[config.mk]
export PLATFORM = sky130hd
export DESIGN_NAME = clock_page_replacement_top_flat
export DESIGN_NICKNAME = d
export VERILOG_FILES = /design/src/cpr_pkg.sv /design/src/cpr_ifs.sv /design/src/clock_page_replacement_top.sv /design/src/cpr_sweep.sv /design/src/flat_wrapper.sv
export SDC_FILE = /design/constraint.sdc
export NUM_CORES = 1
export LEC_CHECK = 0
export ABC_AREA = 1
export ABC_CLOCK_PERIOD_IN_PS = 6300
export BUFFER_PORTS_ARGS = -buffer_cell sky130_fd_sc_hd__buf_2
export CORE_ASPECT_RATIO = 0.5
export CORE_MARGIN = 2
export CORE_UTILIZATION = 40
export CTS_BUF_LIST = sky130_fd_sc_hd__clkbuf_4
export CTS_CLUSTER_DIAMETER = 80
export DETAILED_ROUTE_END_ITERATION = 10
export SYNTH_ARGS = -nofsm -noshare
export SYNTH_HDL_FRONTEND = slang
export SYNTH_SLANG_ARGS = --single-unit
[constraint.sdc]
create_clock -name i_clk -period 6.3 [get_ports i_clk]
set_clock_uncertainty 0.2 [all_clocks]
set_input_delay 0.315 -clock i_clk [delete_from_list [all_inputs] [get_ports i_clk]]
set_output_delay 0.315 -clock i_clk [all_outputs]
set_load 0.01 [all_outputs]
[src/cpr_pkg.sv]
// Shared types and constants of the clock page replacement block.
// No dependencies; the top level, the sweep engine and the checker import it.
`default_nettype none

package cpr_pkg;

    // Field widths of the channels and the configuration register.
    localparam int FRAME_W = 6;
    localparam int CFG_W   = 7;

    // Width used for compares between fields and the frame limit (up to 4096).
    localparam int CMP_W = 13;

    // Ring size after reset.
    localparam logic [CFG_W-1:0] CFG_RESET = 7'd64;

    // Request type codes.
    localparam logic REQ_TOUCH  = 1'b0;
    localparam logic REQ_VICTIM = 1'b1;

    // Command from the top level to the sweep engine.
    typedef struct packed {
        logic               valid;
        logic               req_type;
        logic [FRAME_W-1:0] frame_index;
    } t_cpr_cmd;

    // Result from the sweep engine to the output register.
    typedef struct packed {
        logic               valid;
        logic [FRAME_W-1:0] victim_index;
    } t_cpr_res;

endpackage

`default_nettype wire

[src/cpr_ifs.sv]
// Valid/ready channel interfaces for requests and victim results.
// Depends on nothing; used by the top level.
`default_nettype none

// Request channel: touch or victim request.
interface cpr_req_if;
    logic       valid;
    logic       ready;
    logic       req_type;
    logic [5:0] frame_index;

    modport source (output valid, output req_type, output frame_index, input ready);
    modport sink   (input valid, input req_type, input frame_index, output ready);
endinterface

// Result channel: chosen victim frame.
interface cpr_res_if;
    logic       valid;
    logic       ready;
    logic [5:0] victim_index;

    modport source (output valid, output victim_index, input ready);
    modport sink   (input valid, input victim_index, output ready);
endinterface

`default_nettype wire

[src/clock_page_replacement_top.sv]
// Top level of the clock page replacement block: configuration, ring clamp, output register.
// Depends on cpr_pkg, cpr_ifs (cpr_req_if, cpr_res_if) and cpr_sweep.
//
// Usage:
//   i_req carries requests. A touch (req_type 0) sets the accessed bit of frame_index
//   and gives no result. A victim request (req_type 1) sweeps the ring from the clock
//   hand, clearing accessed bits, and gives one transfer on o_res. The frames are
//   read in turn through the single read port of the accessed-bit memory, whose
//   read is registered; the first unaccessed frame found is the victim, and if all
//   frames of the ring were accessed the victim is the starting frame. The result
//   passes from the DONE state into the output register, and the next request can
//   be accepted once it has. One request is worked on at a time; i_req.ready is low
//   while a sweep runs.
//   i_cfg_we writes the ring size (frames 0 .. i_cfg_wdata-1, zero taken as one,
//   sizes above MAX_FRAMES taken as MAX_FRAMES); write it only while the block is idle.
//   After reset the ring size is 64, the hand is zero, and a clearing pass over all
//   MAX_FRAMES frames zeroes the accessed bits; no request is accepted during it.
//   If the receiver stalls o_res, the result is held in the output register and the
//   block still accepts requests; a further victim result waits until it drains.
`default_nettype none

module clock_page_replacement_top #(
    parameter int MAX_FRAMES = 64
) (
    input  logic                       i_clk,
    input  logic                       i_rst_n,
    cpr_req_if.sink                    i_req,
    cpr_res_if.source                  o_res,
    input  logic                       i_cfg_we,
    input  logic [cpr_pkg::CFG_W-1:0]  i_cfg_wdata
);
    import cpr_pkg::*;

    localparam int RING_W = $clog2(MAX_FRAMES + 1);
    localparam logic [CMP_W-1:0] MAX_CMP = CMP_W'(MAX_FRAMES);

    logic [CFG_W-1:0]    r_frames_in_use;
    logic [RING_W-1:0]   ring;
    t_cpr_cmd            cmd;
    logic                cmd_ready;
    t_cpr_res            res;
    logic                res_ready;
    logic                r_out_valid;
    logic [FRAME_W-1:0]  r_out_victim;

    // Ring size register.
    always_ff @(posedge i_clk) begin
        if (!i_rst_n) begin
            r_frames_in_use <= CFG_RESET;
        end else if (i_cfg_we) begin
            r_frames_in_use <= i_cfg_wdata;
        end
    end

    // Clamp the ring size to one .. MAX_FRAMES.
    always_comb begin
        if (r_frames_in_use == '0) begin
            ring = RING_W'(1);
        end else if (CMP_W'(r_frames_in_use) > MAX_CMP) begin
            ring = RING_W'(MAX_FRAMES);
        end else begin
            ring = RING_W'(r_frames_in_use);
        end
    end

    // Request channel into the sweep engine.
    assign cmd.valid       = i_req.valid;
    assign cmd.req_type    = i_req.req_type;
    assign cmd.frame_index = i_req.frame_index;
    assign i_req.ready     = cmd_ready;

    cpr_sweep #(
        .MAX_FRAMES (MAX_FRAMES)
    ) u_sweep (
        .i_clk       (i_clk),
        .i_rst_n     (i_rst_n),
        .i_cmd       (cmd),
        .o_cmd_ready (cmd_ready),
        .i_ring      (ring),
        .o_res       (res),
        .i_res_ready (res_ready)
    );

    // Output register: takes a result when empty or being drained this cycle.
    assign res_ready = !r_out_valid || o_res.ready;

    always_ff @(posedge i_clk) begin
        if (!i_rst_n) begin
            r_out_valid <= 1'b0;
        end else if (res.valid && res_ready) begin
            r_out_valid <= 1'b1;
        end else if (o_res.ready) begin
            r_out_valid <= 1'b0;
        end
    end

    always_ff @(posedge i_clk) begin
        if (res.valid && res_ready) begin
            r_out_victim <= res.victim_index;
        end
    end

    assign o_res.valid        = r_out_valid;
    assign o_res.victim_index = r_out_victim;

endmodule

`default_nettype wire

[src/cpr_sweep.sv]
// Sweep engine: accessed-bit memory, clock hand and the read-modify-write scan.
// Depends on cpr_pkg.
`default_nettype none

module cpr_sweep #(
    parameter int MAX_FRAMES = 64
) (
    input  logic                              i_clk,
    input  logic                              i_rst_n,
    input  cpr_pkg::t_cpr_cmd                 i_cmd,
    output logic                              o_cmd_ready,
    input  logic [$clog2(MAX_FRAMES+1)-1:0]   i_ring,
    output cpr_pkg::t_cpr_res                 o_res,
    input  logic                              i_res_ready
);
    import cpr_pkg::*;

    localparam int IDX_W  = $clog2(MAX_FRAMES);
    localparam int RING_W = $clog2(MAX_FRAMES + 1);
    localparam logic [IDX_W-1:0] LAST_IDX = IDX_W'(MAX_FRAMES - 1);
    localparam logic [CMP_W-1:0] MAX_CMP  = CMP_W'(MAX_FRAMES);

    typedef enum logic [3:0] {
        ST_CLEAR = 4'b0001,
        ST_IDLE  = 4'b0010,
        ST_SCAN  = 4'b0100,
        ST_DONE  = 4'b1000
    } t_state;

    t_state               r_state;
    logic [IDX_W-1:0]     r_clr_addr;
    logic [FRAME_W-1:0]   r_hand;
    logic [IDX_W-1:0]     r_next;
    logic [RING_W-1:0]    r_left;
    logic                 r_pend;
    logic [IDX_W-1:0]     r_pend_addr;
    logic [IDX_W-1:0]     r_start;
    logic [RING_W-1:0]    r_ring;
    logic [FRAME_W-1:0]   r_victim;

    logic                 r_mem [MAX_FRAMES];
    logic                 r_rd_data;

    logic                 cmd_acc;
    logic                 hand_in_ring;
    logic [IDX_W-1:0]     start_idx;
    logic                 touch_ok;
    logic [RING_W-1:0]    next_inc;
    logic [IDX_W-1:0]     next_wrap;
    logic                 issue;
    logic                 resolve;
    logic                 scan_clear;
    logic [IDX_W-1:0]     victim_sel;
    logic [RING_W-1:0]    vic_inc;
    logic [RING_W-1:0]    hand_next;
    logic                 mem_we;
    logic [IDX_W-1:0]     mem_waddr;
    logic                 mem_wdata;

    // Handshake towards the top level.
    assign o_cmd_ready      = (r_state == ST_IDLE);
    assign cmd_acc          = i_cmd.valid && (r_state == ST_IDLE);
    assign o_res.valid        = (r_state == ST_DONE);
    assign o_res.victim_index = r_victim;

    // Starting frame of a sweep: the hand, or frame zero if the ring has shrunk below it.
    assign hand_in_ring = CMP_W'(r_hand) < CMP_W'(i_ring);
    assign start_idx    = hand_in_ring ? IDX_W'(r_hand) : '0;
    assign touch_ok     = CMP_W'(i_cmd.frame_index) < MAX_CMP;

    // Next read address around the ring.
    assign next_inc  = RING_W'(r_next) + RING_W'(1);
    assign next_wrap = (next_inc == r_ring) ? '0 : IDX_W'(next_inc);

    // Scan control: one read a cycle, data checked the cycle after.
    assign issue      = (r_state == ST_SCAN) && (r_left != '0);
    assign resolve    = (r_state == ST_SCAN) && r_pend && (!r_rd_data || (r_left == '0));
    assign scan_clear = (r_state == ST_SCAN) && r_pend && r_rd_data;

    // An unaccessed frame is the victim; after a full clearing sweep it is the start.
    assign victim_sel = r_rd_data ? r_start : r_pend_addr;
    assign vic_inc    = RING_W'(victim_sel) + RING_W'(1);
    assign hand_next  = (vic_inc == r_ring) ? '0 : vic_inc;

    // Write port: clearing pass, touch, or clearing a passed-over frame.
    always_comb begin
        mem_we    = 1'b0;
        mem_waddr = r_pend_addr;
        mem_wdata = 1'b0;
        if (r_state == ST_CLEAR) begin
            mem_we    = 1'b1;
            mem_waddr = r_clr_addr;
        end else if (cmd_acc && (i_cmd.req_type == REQ_TOUCH) && touch_ok) begin
            mem_we    = 1'b1;
            mem_waddr = IDX_W'(i_cmd.frame_index);
            mem_wdata = 1'b1;
        end else if (scan_clear) begin
            mem_we    = 1'b1;
        end
    end

    // Accessed-bit memory, one write and one registered read a cycle.
    always_ff @(posedge i_clk) begin
        if (mem_we) begin
            r_mem[mem_waddr] <= mem_wdata;
        end
        if (issue) begin
            r_rd_data <= r_mem[r_next];
        end
    end

    // Sequencer.
    always_ff @(posedge i_clk) begin
        if (!i_rst_n) begin
            r_state    <= ST_CLEAR;
            r_clr_addr <= '0;
            r_hand     <= '0;
            r_pend     <= 1'b0;
        end else begin
            case (r_state)
                ST_CLEAR: begin
                    r_clr_addr <= r_clr_addr + IDX_W'(1);
                    if (r_clr_addr == LAST_IDX) begin
                        r_state <= ST_IDLE;
                    end
                end
                ST_IDLE: begin
                    if (cmd_acc && (i_cmd.req_type == REQ_VICTIM)) begin
                        r_ring  <= i_ring;
                        r_start <= start_idx;
                        r_next  <= start_idx;
                        r_left  <= i_ring;
                        r_pend  <= 1'b0;
                        r_state <= ST_SCAN;
                    end
                end
                ST_SCAN: begin
                    r_pend      <= issue && !resolve;
                    r_pend_addr <= r_next;
                    if (issue) begin
                        r_next <= next_wrap;
                        r_left <= r_left - RING_W'(1);
                    end
                    if (resolve) begin
                        r_victim <= FRAME_W'(victim_sel);
                        r_hand   <= FRAME_W'(hand_next);
                        r_state  <= ST_DONE;
                    end
                end
                ST_DONE: begin
                    if (i_res_ready) begin
                        r_state <= ST_IDLE;
                    end
                end
                default: begin
                    r_state <= ST_IDLE;
                end
            endcase
        end
    end

endmodule

`default_nettype wire

[src/flat_wrapper.sv]
// flat-port wrapper written by rule: the top's interface ports become plain ports
module clock_page_replacement_top_flat import cpr_pkg::*;
#(
    parameter int MAX_FRAMES = 64
)
  (i_clk, i_rst_n, i_cfg_we, i_cfg_wdata, i_req_valid, i_req_req_type, i_req_frame_index, i_req_ready, o_res_valid, o_res_victim_index, o_res_ready);
  cpr_req_if i_req_i ();
  cpr_res_if o_res_i ();
  input  logic i_clk;
  input  logic i_rst_n;
  input  logic i_cfg_we;
  input  logic [cpr_pkg::CFG_W-1:0] i_cfg_wdata;
  input wire logic [$bits(i_req_i.valid)-1:0] i_req_valid;
  input wire logic [$bits(i_req_i.req_type)-1:0] i_req_req_type;
  input wire logic [$bits(i_req_i.frame_index)-1:0] i_req_frame_index;
  output wire logic [$bits(i_req_i.ready)-1:0] i_req_ready;
  output wire logic [$bits(o_res_i.valid)-1:0] o_res_valid;
  output wire logic [$bits(o_res_i.victim_index)-1:0] o_res_victim_index;
  input wire logic [$bits(o_res_i.ready)-1:0] o_res_ready;
  assign i_req_i.valid = i_req_valid;
  assign i_req_i.req_type = i_req_req_type;
  assign i_req_i.frame_index = i_req_frame_index;
  assign i_req_ready = i_req_i.ready;
  assign o_res_valid = o_res_i.valid;
  assign o_res_victim_index = o_res_i.victim_index;
  assign o_res_i.ready = o_res_ready;
  clock_page_replacement_top #(.MAX_FRAMES(MAX_FRAMES)) u_core (.i_clk(i_clk), .i_rst_n(i_rst_n), .i_req(i_req_i), .o_res(o_res_i), .i_cfg_we(i_cfg_we), .i_cfg_wdata(i_cfg_wdata));
endmodule
Word level (Yosys, flattened, before mapping)
Memories as Yosys holds them, arrays and structs flattened. A register that Yosys moved wholly into a read port is not among the register bits. Index checks and enable logic that the tools add are counted.

Add/sub/neg operators: 4. Reduce and logical (&&, ||, !) cells: 26. Muxes and demuxes: 30. Eq/ne operators: 12. $lt $le $gt $ge: 2. Bitwise gates (word level): 1.

Operators with widths (count): 2-to-1 mux 6 bit (8); 2-to-1 mux 7 bit (4); 2-to-1 mux 4 bit (4); one-hot mux 4 bit (4 select lines) (1); adder 6 x 1 -> 7 bit (second input constant) (2); == test 7 bit (2); logical NOT 7 bit (2); one-hot mux 7 bit (2 select lines) (1); one-hot mux 6 bit (2 select lines) (1); 2-to-1 mux 1 bit (10); logical AND 1 bit (9); AND reduction 4 bit (2); > comparator 7 bit (second input constant) (1); less-than comparator 6 x 7 -> 1 bit (1); nonzero test 7 bit (1); subtractor 7 x 1 -> 7 bit (second input constant) (1); adder 6 x 1 -> 6 bit (second input constant) (1); == test 6 bit (second input constant) (1); != test 2 bit (second input constant) (3); AND reduction 2 bit (3); AND reduction 3 bit (2); == test 4 x 1 -> 1 bit (second input constant) (1); == test 4 x 2 -> 1 bit (second input constant) (1); == test 4 x 3 -> 1 bit (second input constant) (1); 7 further kinds (12).

Logic and storage cells: 89. Register bits: 69. Output and inout port bits: 8. Bits in writable memories: 64. Memories: 1.

Memory list: u_core.u_sweep.r_mem (words 64, bits a word 1, rd ports 1, clocked after memory_dff 1, wr ports 1, line cpr_sweep.sv:41) `logic r_mem [MAX_FRAMES];`.

Depth between registers and ports, before layout
Depth in word-level cells: 8. Gate-level depth with buffers: 15.

Cells and area by module
From an unflattened synthesis, not the netlist that was laid out.

Cell total of the unflattened synthesis: 717. Area, all modules: 6640.1 um2.

Modules (own cells, without submodules): cpr_sweep (area each 6080.8 um2, cells each 659, times used 1, seq. area each 3433.3 um2); clock_page_replacement_top (area each 559.3 um2, cells each 58, times used 1, seq. area each 340.3 um2).

Least setup slack after synthesis
No wires, ideal clock.

Path type: register -> register. From: register u_core.u_sweep.r_state[0]. To: register u_core.u_sweep.r_left[0] (enable). Library setup time: 0.400 ns. Data required time: 5.700 ns. Stages on the path, launching flop included: 8. Data arrival time: 1.898 ns. Slack: 3.803 ns. Path through: dfxtp_1 inv_1 nand2_1 nor2_4 inv_1 nor3_1 nor2_1 nor3_1.

Cells in the longest elaborated chain, start to end: 5.

Ends and longest elaborated chain: start, declared (line cpr_sweep.sv:30) `t_state r_state;`; start signal, assigned (line cpr_sweep.sv:115) `r_state <= ST_CLEAR;`; start signal, assigned (line cpr_sweep.sv:124) `r_state <= ST_IDLE;`; start signal, assigned (line cpr_sweep.sv:134) `r_state <= ST_SCAN;`; == test 4 x 2 -> 1 bit *; named net i_req_ready (line flat_wrapper.sv:16) `output wire logic [$bits(i_req_i.ready)-1:0] i_req_ready;`; logical AND 1 bit (line cpr_sweep.sv:62) `assign cmd_acc = i_cmd.valid && (r_state == ST_IDLE);`; logical AND 1 bit (line cpr_sweep.sv:128) `if (cmd_acc && (i_cmd.req_type == REQ_VICTIM)) begin`; != test 2 x 1 -> 1 bit (no source line); AND reduction 4 bit (no source line) *; end signal, assigned (line cpr_sweep.sv:132) `r_left <= i_ring;`; end signal, assigned (line cpr_sweep.sv:142) `r_left <= r_left - RING_W'(1);`; end, declared (line cpr_sweep.sv:34) `logic [RING_W-1:0] r_left;`.

The timed path passes the listed nets; every way through them passes the cells marked *. A chain may end at the register's enable or synchronous reset.

Final worst setup path
From: register u_core.u_sweep.r_state[2]. To: memory u_core.u_sweep.r_mem[23] (enable).

Cells in the longest elaborated chain, start to end: 8.

Ends and longest elaborated chain: == test 4 x 3 -> 1 bit (line cpr_sweep.sv:78) `assign scan_clear = (r_state == ST_SCAN) && r_pend && r_rd_data;`; logical AND 1 bit (2 in series) (line cpr_sweep.sv:78); 2-to-1 mux 1 bit (line cpr_sweep.sv:97) `end else if (scan_clear) begin`; 2-to-1 mux 1 bit (line cpr_sweep.sv:93) `end else if (cmd_acc && (i_cmd.req_type == REQ_TOUCH) && touch_ok) begin`; 2-to-1 mux 1 bit (line cpr_sweep.sv:90) `if (r_state == ST_CLEAR) begin`; 2-to-1 mux 1 bit (line cpr_sweep.sv:104) `if (mem_we) begin`; 2-to-1 mux 1 bit (implied by the code) (line cpr_sweep.sv:105) `r_mem[mem_waddr] <= mem_wdata;`; end, declared (line cpr_sweep.sv:41).

Parallel ways exist; a longest one is shown, timed or not.

==> results.toml <==
[outcome]
outcome = "finished, final reports clean"

[synth]
yosysMostFrequentCell = "nor2_1"
netlist_instances = 729
synth_seq_cells = 134
synth.area.top_cells = "edfxtp_1 (49%), nor2_1 (8.4%), dfxtp_1 (7.6%)"
async_flop_share_pct = 0
synth_cell_type_count = 42
ys.flop_type = "edfxtp_1"
netlist_top_cells_count = "nor2_1 (148), nand2_1 (115), edfxtp_1 (109)"
syn_area_per_cell_um2 = 9.08
syn_area_mm2 = 0.00662
yosysTopAreaCell = "edfxtp_1"
synth_top_area_share_pct = 49.5
synth_edf_count = 109
synth_seq_area_share_pct = 57.0
yosysWarnings = 0
syn_nets = 758

[global_route]
track_usage_pct = 18.7
grt_max_degree = 70
antenna_found_initial = 1
overflow = 0
grt_pass1_vias = 4895
grt_pass1_wl_um = 25000

[critical_path]
crit_fanout = 69
crit_required_ps = 6350
cp_num_cells = 10
worst_r2r_startpoint = "u_core.u_sweep.r_state[2]$_SDFFE_PN0P_"
arrival_ps = 3060
crit_type = "register to register"
reg2reg_to = "u_core.u_sweep.r_mem[23]$_DFFE_PP_"
reg2reg_depth = 10
crit_path_end_kind = "register"
critPathLaunch = "u_core.u_sweep.r_state[2]$_SDFFE_PN0P_"
crit_end = "u_core.u_sweep.r_mem[23]$_DFFE_PP_"
critPathLaunchType = "register"
cp_num_buf_inv = 2
path_delay_family = "simple AND/OR/NAND/NOR gates"
max_stage_delay_ps = 630
reg2reg_slack_ps = 3290
slowest_stage = "clkinv_2"
crit_chain = "inv_1, nand2_2, nor2_4, nand3_4, clkinv_2, nand2_1, o21ai_0, a21oi_2, nand3_1, nor2_1"

[power_and_ir_drop]
pwr-share-comb_pct = 15.1
switchingPower_mw = 0.561
seq_power_share_pct = 51.3
powerDensity_mw_per_mm2 = 261
p_int_mw = 1.38
clkPwrFrac_pct = 33.6
ir_drop_mv = 0.116
p_sw_share_pct = 28.9
leakage_nw = 2.74

[finish]
area_growth_pct = 12.6
fill_cells = 1579
drive_gt1_share_pct = 11.9
nNetsFinal = 799

[route]
vias = 5110
wire_per_inst_um = 15.3
ant_nets = 0
first_pass_iters = 5
vias_per_cell = 5.04
remaining_drc_errors = 0
drt_iter0_drc = 370
routed_wl_um = 15500

[timing]
period_share_pct = 47.8
timing.fmax_mhz = 332
fin_crit_ps = 3010
fin_ws_ps = 3290
tns_ps = 0
finalSetupViolations = 0
slew_viol_final = 0
hold_viol = 0
worst_slew_pin_slew_ps = 1130
rsz0062_at_grt = "no"
maxSlewHeadroom_pct = 24.6

[floorplanning]
die_x_um = 186
rows = 33
io_pins = 27
die_h_um = 95.0
die-area_mm2 = 0.0177
coreArea_mm2 = 0.0163
start_util_pct = 40.7

[placed_design]
hpwl_um = 10600
place_congestion = 0.912
pre_cts_slack_ps = 3270
io_buffer_count = 26

[clock_network]
htree_num_levels = 4
cts_buffers = 17
cts_sinks = 134
cts-root-buf = "clkbuf_4"
cts_tree = "yes"
clockBufferDepth = 2
clk_pin_slew_ps = 120
clk_latency_ps = 530

[run]
cap_viol_max_count = 0

[min_path]
hold_path_class = "input port to register"
[kinds of logic (layout without fill, tap and decap cells)]
family,after synthesis,count (layout),synth area share [%]
buffers and inverters,108,162,6.24
flip-flops,134,134,57.0
AND/OR/NAND/NOR,341,341,22.3
adder cells (fa/ha/maj),10,10,1.89
AO/OA/AOI/OAI,123,123,10.9
other,0,4,0
XOR/XNOR,13,13,1.72
[layer usage]
layer,share of wire [%],vias up,global-route usage [%]
li1,-,2545,-
met1,48,2427,25.2
met2,46,115,30.6
met3,4.1,23,3.70
met4,1.4,0,5.71
met5,0,-,0
[layout by cell type (no fill, tap or decap), types with 3 or more instances in the layout]
cell type,instances
o211ai_1,9
edfxtp_1,109
inv_2,5
o21ai_0,60
inv_1,80
o22ai_1,14
dfxtp_1,25
clkbuf_4,19
nand4_1,12
o221ai_1,4
ha_1,10
nor2_4,3
buf_2,26
bufinv_16,4
nand2_2,7
diode_2,4
nand3_1,37
buf_4,3
nand3_2,4
nor2_1,148
a21oi_1,25
nand2_1,115
dlygate4sd3_1,15
clkinv_2,5
clkinv_4,3
xor2_1,11
[state kept, by name, summed over array words and instances, names as in the netlist, 4 cells and up]
| register | count |
|---|---|
| u_core.u_sweep.r_left | 7 |
| u_core.u_sweep.r_mem | 64 |
| u_core.u_sweep.r_next | 6 |
| u_core.u_sweep.r_ring | 7 |
| u_core.u_sweep.r_victim | 6 |
| u_core.u_sweep.r_start | 6 |
| u_core.u_sweep.r_clr_addr | 6 |
| u_core.o_res.victim_index | 6 |
| u_core.r_frames_in_use | 7 |
| u_core.u_sweep.r_hand | 6 |
| u_core.u_sweep.r_state | 4 |
| u_core.u_sweep.r_pend_addr | 6 |
[worst reg2reg max path: stages (launching register included)]
cell	delay [ps]
dfxtp_1	420
inv_1	70
nand2_2	70
nor2_4	50
nand3_4	100
clkinv_2	630
nand2_1	220
o21ai_0	120
a21oi_2	260
nand3_1	360
nor2_1	240
[worst min path at each step]
stage	start	end	slack (ps)	cells past startpoint
floorplan	u_core.u_sweep.r_victim[0]$_DFFE_PP_	u_core.o_res.victim_index[0]$_DFFE_PP_	200	0
global placement	u_core.u_sweep.r_victim[5]$_DFFE_PP_	u_core.o_res.victim_index[5]$_DFFE_PP_	200	0
detailed placement	u_core.u_sweep.r_victim[1]$_DFFE_PP_	u_core.o_res.victim_index[1]$_DFFE_PP_	210	0
CTS	i_req_req_type	u_core.u_sweep.r_state[2]$_SDFFE_PN0P_	30	5
global route	i_req_req_type	u_core.u_sweep.r_state[2]$_SDFFE_PN0P_	60	5
finish	i_req_req_type	u_core.u_sweep.r_state[2]$_SDFFE_PN0P_	60	5
[power by group through the flow]
stage	logic, mW	clock network, mW	registers (mW)
3_5_place_dp	0.283	0	1.02
3_3_place_gp	0.280	0	1.02
4_1_cts	0.292	0.660	0.996
5_1_grt	0.324	0.699	1.00
2_1_floorplan	0.208	0	1.01
6_report	0.293	0.653	0.996
[stage by stage]
step | instance area, um2 | hold slack, ps | util, % | std cells | power, mW
floorplan | 6620 | 200 | - | 729 | 1.22
global placement | 6970 | 201 | 42.8 | 963 | 1.30
detailed placement | 6970 | 207 | 42.8 | 963 | 1.30
CTS | 7440 | 32.5 | 45.8 | 1010 | 1.95
global route | 7450 | 57.1 | 45.8 | 1014 | 2.02
finish | 7450 | 61.5 | 45.8 | 1014 | 1.94
[layout make-up]
| cell class | instances | area [um2] | area share, % |
|---|---|---|---|
| sequential | 134 | 3770 | 50.6 |
| multi-input combinational | 487 | 2440 | 32.7 |
| inverter | 86 | 324 | 4.35 |
| timing repair buffer | 44 | 303 | 4.06 |
| tap | 227 | 284 | 3.81 |
| clock inverter | 13 | 181 | 2.43 |
| clock buffer | 19 | 143 | 1.91 |
| antenna | 4 | 10.0 | 0.134 |
[timing repair]
action,CTS,global route
buffers inserted,0,0
gates resized for setup,0,0
endpoints found under the hold margin,22,0
hold buffers,15,0
Note: power is estimated with default switching activity, not from simulation.
